**src/hw/rtl/aup_pkg.sv**
```systemverilog
`timescale 1ns / 1ps
`default_nettype none
// ---------------------------------------------------------------------------
// aup_pkg - shared types for the alpha unpremultiply pipeline
// The word that travels down the divider chain, and its fixed sizes.
// ---------------------------------------------------------------------------
package aup_pkg;

	localparam int unsigned BYTE_W    = 8;
	localparam int unsigned NUM_BYTES = 4;
	localparam int unsigned NUM_LANES = 3;
	// one quotient bit per cell
	localparam int unsigned DIV_STEPS = 8;
	localparam logic [BYTE_W-1:0] FULL_SCALE = 8'hFF;

	localparam logic ORDER_RGBA = 1'b0;
	localparam logic ORDER_ARGB = 1'b1;

	typedef logic [BYTE_W-1:0] byte_t;

	typedef struct packed {
		byte_t [NUM_BYTES-1:0] px;     // pixel as received
		logic                  order;  // channel order in force for this pixel
		logic                  bypass; // alpha is zero
		byte_t                 alpha;
		logic  [NUM_LANES-1:0] sat;    // colour above alpha
		byte_t [NUM_LANES-1:0] rem;    // partial remainder
		byte_t [NUM_LANES-1:0] lo;     // dividend bits still to shift in
		byte_t [NUM_LANES-1:0] quo;    // quotient bits so far
	} word_t;

endpackage
`default_nettype wire

```
**src/hw/rtl/aup_prep.sv**
```systemverilog
`timescale 1ns / 1ps
`default_nettype none
// ---------------------------------------------------------------------------
// aup_prep - front stage of the unpremultiply chain
// Picks alpha and colour bytes by channel order, scales colour by 255 and
// loads the divider word.
// ---------------------------------------------------------------------------
module aup_prep (
	input  wire logic                     clk,
	input  wire logic                     arst_n,
	input  wire logic                     order,
	input  wire logic                     in_valid,
	output logic                          in_ready,
	input  wire aup_pkg::byte_t [3:0]     in_px,
	output logic                          out_valid,
	input  wire logic                     out_ready,
	output aup_pkg::word_t                out_word
);

	logic           valid_q;
	aup_pkg::word_t word_q;
	aup_pkg::word_t word_d;
	aup_pkg::byte_t [aup_pkg::NUM_LANES-1:0] colour;
	logic [2*aup_pkg::BYTE_W-1:0] scaled [aup_pkg::NUM_LANES];

	always_comb begin
		word_d        = '0;
		word_d.px     = in_px;
		word_d.order  = order;
		word_d.alpha  = (order == aup_pkg::ORDER_ARGB) ? in_px[0] : in_px[3];
		word_d.bypass = (word_d.alpha == '0);
		for (int k = 0; k < aup_pkg::NUM_LANES; k++) begin
			colour[k] = (order == aup_pkg::ORDER_ARGB) ? in_px[k+1] : in_px[k];
			// c * 255 as (c << 8) - c
			scaled[k] = {colour[k], 8'h00} - {8'h00, colour[k]};
			// quotient exceeds 255 exactly when colour exceeds alpha
			word_d.sat[k] = (colour[k] > word_d.alpha);
			word_d.rem[k] = scaled[k][15:8];
			word_d.lo[k]  = scaled[k][7:0];
		end
	end

	assign in_ready  = !valid_q || out_ready;
	assign out_valid = valid_q;
	assign out_word  = word_q;

	always_ff @(posedge clk or negedge arst_n) begin
		if (!arst_n) begin
			valid_q <= 1'b0;
		end else if (in_ready) begin
			valid_q <= in_valid;
		end
	end

	always_ff @(posedge clk) begin
		if (in_ready && in_valid) begin
			word_q <= word_d;
		end
	end

endmodule
`default_nettype wire

```
**src/hw/rtl/aup_cell.sv**
```systemverilog
`timescale 1ns / 1ps
`default_nettype none
// ---------------------------------------------------------------------------
// aup_cell - one restoring division step
// Shifts one dividend bit into each lane's remainder and settles one
// quotient bit against alpha.
// ---------------------------------------------------------------------------
module aup_cell (
	input  wire logic           clk,
	input  wire logic           arst_n,
	input  wire logic           in_valid,
	output logic                in_ready,
	input  wire aup_pkg::word_t in_word,
	output logic                out_valid,
	input  wire logic           out_ready,
	output aup_pkg::word_t      out_word
);

	logic           valid_q;
	aup_pkg::word_t word_q;
	aup_pkg::word_t word_d;
	logic [aup_pkg::BYTE_W:0] trial [aup_pkg::NUM_LANES];
	logic [aup_pkg::BYTE_W:0] diff  [aup_pkg::NUM_LANES];
	logic [aup_pkg::NUM_LANES-1:0] take;

	always_comb begin
		word_d = in_word;
		for (int k = 0; k < aup_pkg::NUM_LANES; k++) begin
			trial[k] = {in_word.rem[k], in_word.lo[k][aup_pkg::BYTE_W-1]};
			diff[k]  = trial[k] - {1'b0, in_word.alpha};
			take[k]  = (trial[k] >= {1'b0, in_word.alpha});
			word_d.rem[k] = take[k] ? diff[k][aup_pkg::BYTE_W-1:0]
			                        : trial[k][aup_pkg::BYTE_W-1:0];
			word_d.lo[k]  = {in_word.lo[k][aup_pkg::BYTE_W-2:0], 1'b0};
			word_d.quo[k] = {in_word.quo[k][aup_pkg::BYTE_W-2:0], take[k]};
		end
	end

	assign in_ready  = !valid_q || out_ready;
	assign out_valid = valid_q;
	assign out_word  = word_q;

	always_ff @(posedge clk or negedge arst_n) begin
		if (!arst_n) begin
			valid_q <= 1'b0;
		end else if (in_ready) begin
			valid_q <= in_valid;
		end
	end

	always_ff @(posedge clk) begin
		if (in_ready && in_valid) begin
			word_q <= word_d;
		end
	end

endmodule
`default_nettype wire

```
**src/hw/rtl/alpha_unpremultiply.sv**
```systemverilog
`timescale 1ns / 1ps
`default_nettype none
// ---------------------------------------------------------------------------
// alpha_unpremultiply - undo premultiplied alpha on RGBA8888 pixels
// Input words carry one pixel on s_axis_tdata, memory byte 0 in bits 7:0.
// Output words carry the pixel with each colour byte replaced by
// floor(colour * 255 / alpha), alpha kept; m_axis_tuser flags a pixel where
// colour exceeded alpha and the result was clamped to 255. Zero alpha
// passes the pixel through unchanged.
// cfg_wr_en/cfg_wr_data set the channel order (0 RGBA, 1 ARGB); write it
// only while the pipeline is empty.
// The pipeline is one scaling stage, a chain of eight division
// cells giving one quotient bit each, and the output register.
// Throughput is one pixel per clock while the receiver takes words; each stage holds its own word and
// takes a new one whenever it is empty or its successor takes its word,
// so a stalled receiver only backs the chain up until bubbles are filled.
// Reset empties every stage and sets the order to RGBA.
// ---------------------------------------------------------------------------
module alpha_unpremultiply (
	input  wire logic        clk,
	input  wire logic        arst_n,
	input  wire logic        cfg_wr_en,
	input  wire logic        cfg_wr_data,
	input  wire logic        s_axis_tvalid,
	output logic             s_axis_tready,
	input  wire logic [31:0] s_axis_tdata,  // byte_zero, byte_one, byte_two, byte_three
	output logic             m_axis_tvalid,
	input  wire logic        m_axis_tready,
	output logic [31:0]      m_axis_tdata,  // out_byte_zero .. out_byte_three
	output logic             m_axis_tuser   // saturated
);

	logic order_q;

	always_ff @(posedge clk or negedge arst_n) begin
		if (!arst_n) begin
			order_q <= aup_pkg::ORDER_RGBA;
		end else if (cfg_wr_en) begin
			order_q <= cfg_wr_data;
		end
	end

	aup_pkg::word_t word   [aup_pkg::DIV_STEPS+1];
	logic           valid  [aup_pkg::DIV_STEPS+1];
	logic           ready  [aup_pkg::DIV_STEPS+1];

	aup_prep u_prep (
		.clk       (clk),
		.arst_n    (arst_n),
		.order     (order_q),
		.in_valid  (s_axis_tvalid),
		.in_ready  (s_axis_tready),
		.in_px     (s_axis_tdata),
		.out_valid (valid[0]),
		.out_ready (ready[0]),
		.out_word  (word[0])
	);

	for (genvar g = 0; g < aup_pkg::DIV_STEPS; g++) begin : g_cell
		aup_cell u_cell (
			.clk       (clk),
			.arst_n    (arst_n),
			.in_valid  (valid[g]),
			.in_ready  (ready[g]),
			.in_word   (word[g]),
			.out_valid (valid[g+1]),
			.out_ready (ready[g+1]),
			.out_word  (word[g+1])
		);
	end

	// output stage: put the quotients back in place
	aup_pkg::word_t                           last;
	aup_pkg::byte_t [aup_pkg::NUM_BYTES-1:0]  res;
	aup_pkg::byte_t                           val;
	logic                                     out_valid_q;
	logic                                     out_ready;
	logic [31:0]                              out_data_q;
	logic                                     out_sat_q;

	assign last = word[aup_pkg::DIV_STEPS];

	always_comb begin
		res = last.px;
		val = '0;
		for (int k = 0; k < aup_pkg::NUM_LANES; k++) begin
			if (last.bypass) begin
				val = (last.order == aup_pkg::ORDER_ARGB) ? last.px[k+1] : last.px[k];
			end else if (last.sat[k]) begin
				val = aup_pkg::FULL_SCALE;
			end else begin
				val = last.quo[k];
			end
			if (last.order == aup_pkg::ORDER_ARGB) begin
				res[k+1] = val;
			end else begin
				res[k] = val;
			end
		end
	end

	assign out_ready                = !out_valid_q || m_axis_tready;
	assign ready[aup_pkg::DIV_STEPS] = out_ready;

	always_ff @(posedge clk or negedge arst_n) begin
		if (!arst_n) begin
			out_valid_q <= 1'b0;
		end else if (out_ready) begin
			out_valid_q <= valid[aup_pkg::DIV_STEPS];
		end
	end

	always_ff @(posedge clk) begin
		if (out_ready && valid[aup_pkg::DIV_STEPS]) begin
			out_data_q <= res;
			out_sat_q  <= !last.bypass && (|last.sat);
		end
	end

	assign m_axis_tvalid = out_valid_q;
	assign m_axis_tdata  = out_data_q;
	assign m_axis_tuser  = out_sat_q;

endmodule
`default_nettype wire

```
**config.mk**
```make
export PLATFORM = sky130hd
export DESIGN_NAME = alpha_unpremultiply
export DESIGN_NICKNAME = d
export VERILOG_FILES = /design/src/hw/rtl/aup_pkg.sv /design/src/hw/rtl/aup_prep.sv /design/src/hw/rtl/aup_cell.sv /design/src/hw/rtl/alpha_unpremultiply.sv
export SDC_FILE = /design/constraint.sdc
export NUM_CORES = 1
export LEC_CHECK = 0
export BUFFER_PORTS_ARGS = -buffer_cell sky130_fd_sc_hd__buf_2
export CELL_PAD_IN_SITES_DETAIL_PLACEMENT = 0
export CELL_PAD_IN_SITES_GLOBAL_PLACEMENT = 2
export CORE_MARGIN = 2
export CORE_UTILIZATION = 42
export DETAILED_ROUTE_END_ITERATION = 8
export GPL_ROUTABILITY_DRIVEN = 0
export PLACE_DENSITY_LB_ADDON = 0.1
export SYNTH_ARGS = -nofsm -noshare
export SYNTH_HDL_FRONTEND = slang
export SYNTH_SLANG_ARGS = --single-unit
export TNS_END_PERCENT = 10
```
**constraint.sdc**
```tcl
create_clock -name clk -period 7.69 [get_ports clk]
set_input_delay 1.1535 -clock clk [delete_from_list [all_inputs] [get_ports clk]]
set_output_delay 1.1535 -clock clk [all_outputs]
set_load 0.01 [all_outputs]
```
==> results.sh, run 1 <==
export IMPL_run_status="finished, final reports clean"
export IMPL_nNetsFinal=3124
export IMPL_drt_first_pass_iters=5
export IMPL_rsz0062_at_grt="false"
export IMPL_core_sq_mm=0.0918
export IMPL_final_max_slew_viol_count=0
export IMPL_track_usage_pct=17.0
export IMPL_tightest_hold_margin_ps=378
export IMPL_synth_seq_area_share_pct=65.2
export IMPL_initial_utilization_pct=42.5
export IMPL_worst_pin_slew_ps=968
export IMPL_dieHeight_microns=309
export IMPL_r2r_start="order_q"
export IMPL_drt_vias_per_instance=5.05
export IMPL_synth_edf_count=838
export IMPL_number_of_sinks_handled_by_clock_tree_synthesis=849
export IMPL_worst_slew_margin_rel_pct=35.4
export IMPL_criticalPathCategory="primary input to output pin"
export IMPL_clock_fmax_mhz=258
export IMPL_drt_wl_total_microns=79300
export IMPL_cp_data_required_time_ps=6540
export IMPL_yosysTopAreaCellShare_pct=64.5
export IMPL_cts_buffer_depth=3
export IMPL_tritoncts_num_buffers=90
export IMPL_syn_nets=2967
export IMPL_timing_critical_path_mode_cell="buf_2"
export IMPL_layout_worst_path_cycle_share_pct=50.5
export IMPL_finalSetupTns_ps=0
export IMPL_detailedPlacementHpwl_microns=60000
export IMPL_crit_path_cell_trace="buf_2, and4b_1, and4_1, nand4_1, or2_1, buf_2"
export IMPL_timing_clock_skew_ps=29.3
export IMPL_floorplan_die_area_sq_mm=0.0954
export IMPL_antenna_found_initial=2
export IMPL_detailedRoute_firstIterationViolations=1223
export IMPL_yosys_warnings=0
export IMPL_yosys_top_cells_area="edfxtp_1, ha_1, mux2_2, mux2i_1, o21ai_0"
export IMPL_cts_clk_slew_worst_paths_ps=60
export IMPL_detail_route_antenna_nets=0
export IMPL_cts_root_buf="clkbuf_16"
export IMPL_first_global_vias=20900
export IMPL_hold_path_class="primary input to asynchronous set/reset pin"
export IMPL_crit_arrival_ps=2730
export IMPL_syn2layout_area_growth_pct=12.6
export IMPL_fillers=7867
export IMPL_fraction_of_final_layout_cells_with_drive_strength_greater_than_1_pct=13.6
export IMPL_synth_async_sr_flop_share_pct=1.30
export IMPL_critPathMaxFanout=6
export IMPL_power_leakage_nw=16.3
export IMPL_setup_viol_count_final=0
export IMPL_grt_first_pass_wirelength_microns=123000
export IMPL_route_detailed_wl_per_inst_microns=19.1
export IMPL_cts_resized=0
export IMPL_max_cap_viol_count=0
export IMPL_worst_setup_sp_type="primary input"
export IMPL_drc_errors=0
export IMPL_h_tree_depth=3
export IMPL_placement_rows=111
export IMPL_ios=73
export IMPL_post_cts_buffers=0
export IMPL_slowest_delay_ps=440
export IMPL_insertion_delay_ps=640
export IMPL_power_density_cell_area_mw_per_mm2=383
export IMPL_report_final_hold_viol_count=0
export IMPL_yosys_most_used_dff="edfxtp_1"
export IMPL_worst_path_max_delay_cell="and4_1"
export IMPL_fp_dieW_microns=309
export IMPL_postSynthRegisterBits=849
export IMPL_largest_area_contributor_in_the_synthesized_netlist="edfxtp_1"
export IMPL_critPathLaunch="m_axis_tready"
export IMPL_grt_remaining_overflow=0
export IMPL_cts_hold_buf=0
export IMPL_total_vias_in_the_final_route=21000
export IMPL_synthCells=2686
export IMPL_tritoncts_clock_tree="done"
export IMPL_synth_cell_types=72
export IMPL_netlist_area_sq_mm=0.0390
export IMPL_post_route_min_period_ps=3880
export IMPL_io_buffers=72
export IMPL_ir_drop_mv=0.178
export IMPL_worst_setup_path_end_kind="output pin"
export IMPL_synth_area_per_cell_sq_um=14.5
export IMPL_grt_start_max_net_pins=82
per-layer routing:
layer  wire (microns)  vias up  global-route usage (%)
met4             2710        0                    6.05
met2            37700      349                    27.9
met1            36700     9933                    23.1
met5                0        -                       0
li1                 -    10600                       -
met3             2230      146                    2.33
layout make-up:
type / instances / area (sq um) / area share [%]
inverters: 138 / 523 / 1.19
multi-input cells: 1680 / 13000 / 29.5
repair buffers: 84 / 450 / 1.02
diodes: 2 / 5.00 / 0.0114
clock inverters: 51 / 657 / 1.49
clock buffers: 112 / 2360 / 5.36
flip-flops and latches: 849 / 25400 / 57.9
well taps: 1243 / 1560 / 3.54
Yosys cell counts, drive strengths merged, types with 43 or more instances:
| cell type | n |
|---|---|
| inv | 138 |
| nor2b | 104 |
| nand3 | 43 |
| mux2i | 89 |
| mux2 | 126 |
| o21ai | 154 |
| nand2 | 140 |
| o21a | 90 |
| xnor2 | 62 |
| ha | 222 |
| edfxtp | 838 |
| nand2b | 52 |
| nor2 | 167 |
| a21oi | 102 |
worst paths after layout:
check / end / slack (ps) / depth (start not counted)
hold reg to reg: g_cell[1].u_cell.out_word[72] / 390 / 0
max in group asynchronous: order_q / 7060 / 1
setup reg to reg: u_prep.out_word[74] / 4760 / 8
hold / removal: g_cell[1].u_cell.out_valid / 380 / 1
min in group clk: g_cell[1].u_cell.out_word[72] / 390 / 0
setup / recovery: s_axis_tready / 3810 / 6
power by group:
part / internal (W) / total [W] / switching, W
clock: 0.00256 / 0.00430 / 0.00174
sequential: 0.00686 / 0.00742 / 0.000560
combinational: 0.00220 / 0.00512 / 0.00292
total: 0.0116 / 0.0168 / 0.00522
placed cells by master (no fill, tap or decap), types with 28 or more instances in the layout:
master / synthesis / final
nand3_1: 43 / 43
o21a_1: 90 / 90
inv_1: 135 / 135
a21o_1: 28 / 28
edfxtp_1: 838 / 838
mux2i_1: 83 / 83
nor2b_1: 102 / 99
mux2_2: 125 / 125
nor2_1: 167 / 167
nand2b_1: 52 / 52
clkbuf_16: 0 / 91
nor3_1: 37 / 37
buf_2: 1 / 72
ha_1: 222 / 222
a21oi_1: 102 / 102
nand2_1: 140 / 140
xnor2_1: 62 / 62
o21ai_0: 148 / 148
cell families after synthesis:
group | after synthesis | share of synthesized area (%)
AO/OA/AOI/OAI | 504 | 8.76
flip-flops | 849 | 65.2
adder cells (fa/ha/maj) | 243 | 8.20
XOR/XNOR | 66 | 1.48
AND/OR/NAND/NOR | 652 | 8.63
buffers and inverters | 157 | 1.68
multiplexers | 215 | 6.05
flip-flops by register name, indices dropped and copies added (netlist names):
name,count
order_q,1
u_prep.out_word,93
m_axis_tvalid,1
m_axis_tdata,32
g_cell.u_cell.out_valid,8
u_prep.out_valid,1
g_cell.u_cell.out_word,712
m_axis_tuser,1
critical path: cells and delay by family:
| family | cells | cell delay [ps] |
|---|---|---|
| buf+inv | 2 | 260 |
| simple gates | 4 | 1320 |
per-stage QoR:
step                area, sq um  setup slack, ps  power [W]  instances  utilization, %
floorplan                 39000             1090     0.0112       2686               -
global placement          40900             3820     0.0126       3994            44.6
CTS                       44000             3800     0.0171       4157            47.9
global route              44000             3630     0.0180       4158            47.9
finish                    44000             3810     0.0168       4159            47.9
detailed placement        40900             3800     0.0127       3994            44.6
(Power assumes the default switching activity.)
==> run 2, diff against run 1 <==
--- a/config.mk
+++ b/config.mk
@@ -9,7 +9,7 @@
 export CELL_PAD_IN_SITES_DETAIL_PLACEMENT = 0
 export CELL_PAD_IN_SITES_GLOBAL_PLACEMENT = 2
 export CORE_MARGIN = 2
-export CORE_UTILIZATION = 42
+export CORE_UTILIZATION = 46
 export DETAILED_ROUTE_END_ITERATION = 8
 export GPL_ROUTABILITY_DRIVEN = 0
 export PLACE_DENSITY_LB_ADDON = 0.1
==> constraint.sdc (replaced) <==
create_clock -name clk -period 3.6 [get_ports clk]
set_input_delay 0.54 -clock clk [delete_from_list [all_inputs] [get_ports clk]]
set_output_delay 0.54 -clock clk [all_outputs]
set_load 0.01 [all_outputs]
==> results.sh, run 2 (synthesis gave the netlist of run 1 again) <==
export IMPL_run_status="finished, final reports clean"
export IMPL_grt_remaining_overflow=0
export IMPL_post_cts_buffers=0
export IMPL_grt_first_pass_wirelength_microns=125000
export IMPL_worst_pin_slew_ps=974
export IMPL_nNetsFinal=3156
export IMPL_utilization_pct=52.6
export IMPL_initial_utilization_pct=46.6
export IMPL_placement_rows=106
export IMPL_crit_path_cell_trace="and4b_1, and4_1, nand4_1, or2_1, buf_2"
export IMPL_antenna_diode_count=0
export IMPL_floorplan_die_area_sq_mm=0.0872
export IMPL_track_usage_pct=18.8
export IMPL_core_sq_mm=0.0838
export IMPL_largest_register_ffs=712
export IMPL_rsz0062_at_grt="false"
export IMPL_total_vias_in_the_final_route=21300
export IMPL_crit_arrival_ps=2490
export IMPL_power_density_cell_area_mw_per_mm2=813
export IMPL_detailedRoute_firstIterationViolations=1031
export IMPL_syn2layout_area_growth_pct=12.9
export IMPL_drc_errors=0
export IMPL_layout_worst_path_cycle_share_pct=84.1
export IMPL_drt_vias_per_instance=5.22
export IMPL_cts_resized=0
export IMPL_io_buffers=72
export IMPL_setup_viol_count_final=0
export IMPL_worst_slew_margin_rel_pct=35.0
export IMPL_max_cap_viol_count=0
export IMPL_dieHeight_microns=295
export IMPL_worst_path_max_delay_cell="and4_1"
export IMPL_path_delay_family="simple AND/OR/NAND/NOR gates"
export IMPL_cts_root_buf="clkbuf_16"
export IMPL_timing_clock_skew_ps=47.9
export IMPL_first_global_vias=21400
export IMPL_place_area_sq_mm=0.0412
export IMPL_mostFrequentLayoutCells="edfxtp_1, ha_1, nor2_1"
export IMPL_antenna_found_initial=0
export IMPL_worst_setup_path_end_kind="output pin"
export IMPL_worst_setup_sp_type="flop"
export IMPL_power_leakage_nw=16.4
export IMPL_cts_buffer_depth=3
export IMPL_report_final_hold_viol_count=0
export IMPL_insertion_delay_ps=660
export IMPL_r2r_start="order_q"
export IMPL_regToRegSetupSlack_ps=730
export IMPL_drt_first_pass_iters=5
export IMPL_power_clock_fraction_pct=24.8
export IMPL_fraction_of_final_layout_cells_with_drive_strength_greater_than_1_pct=14.9
export IMPL_total_switching_power_w=0.0113
export IMPL_clock_fmax_mhz=330
export IMPL_detailedPlacementHpwl_microns=61200
export IMPL_design_area_sq_mm=0.0441
export IMPL_post_route_min_period_ps=3030
export IMPL_hold_path_class="primary input to flop"
export IMPL_route_detailed_wl_per_inst_microns=19.8
export IMPL_tightest_hold_margin_ps=117
export IMPL_power_switching_share_pct=31.5
export IMPL_cts_clk_slew_worst_paths_ps=60
export IMPL_ios=73
export IMPL_critPathMaxFanout=6
export IMPL_critPathLaunch="m_axis_tvalid"
export IMPL_drt_wl_total_microns=80900
export IMPL_most_common_cell_after_layout_fill_and_taps_aside="edfxtp_1"
export IMPL_tritoncts_num_buffers=88
export IMPL_pwr_share_comb_pct=30.9
export IMPL_final_max_slew_viol_count=0
export IMPL_tritoncts_clock_tree="done"
export IMPL_criticalPathCategory="flop to output pin"
export IMPL_h_tree_depth=3
export IMPL_slowest_delay_ps=450
export IMPL_finalSetupTns_ps=0
export IMPL_cts_hold_buf=1
export IMPL_min_from="cfg_wr_en"
export IMPL_fp_dieW_microns=295
export IMPL_ir_drop_mv=0.408
export IMPL_power_share_sequential_pct=44.3
export IMPL_buffers_and_inverters_on_the_worst_path=1
export IMPL_cp_data_required_time_ps=3060
export IMPL_number_of_sinks_handled_by_clock_tree_synthesis=849
export IMPL_internal_power_w=0.0245
export IMPL_grt_start_max_net_pins=94
export IMPL_total_power_w=0.0358
export IMPL_detail_route_antenna_nets=0
-- run 2: path summary, 6_finish.rpt --
check,cells past startpoint,to
worst max-delay path,5,s_axis_tready
worst min-delay path,2,order_q
worst max register to register,6,u_prep.out_word[73]
worst min register to register,0,g_cell[5].u_cell.out_word[87]
max in group asynchronous,2,order_q
min in group asynchronous,2,g_cell[7].u_cell.out_valid
-- run 2: per-layer routing --
metal / wire (microns) / share of wire [%] / vias up / GRT usage, %
met4: 2670 / 3.3 / 0 / 6.48
met1: 36400 / 45 / 10200 / 25.1
li1: - / - / 10600 / -
met3: 2230 / 2.8 / 155 / 2.52
met5: 0 / 0 / - / 0
met2: 39600 / 49 / 315 / 31.9
-- run 2: power by group through the flow --
stage / logic [W] / clock network, W / registers (W)
3_5_place_dp: 0.0111 / 0 / 0.0161
2_1_floorplan: 0.00829 / 0 / 0.0156
3_3_place_gp: 0.0108 / 0 / 0.0161
4_1_cts: 0.0112 / 0.00911 / 0.0159
6_report: 0.0111 / 0.00886 / 0.0159
5_1_grt: 0.0124 / 0.00949 / 0.0162
-- run 2: layout make-up --
cell class,instances,area (sq um)
clock inverter,60,648
timing repair buffer,118,821
sequential,849,25400
tap,1134,1420
clock buffer,98,2240
inverter,138,523
multi-input combinational,1680,13000
fill,7017,39800
-- run 2: stage by stage --
step	setup WS, ps	std cells
after global routing	390	4077
after detailed placement	740	3918
final	572	4077
after CTS	521	4077
after global placement	787	3918
after floorplan	-403	2686
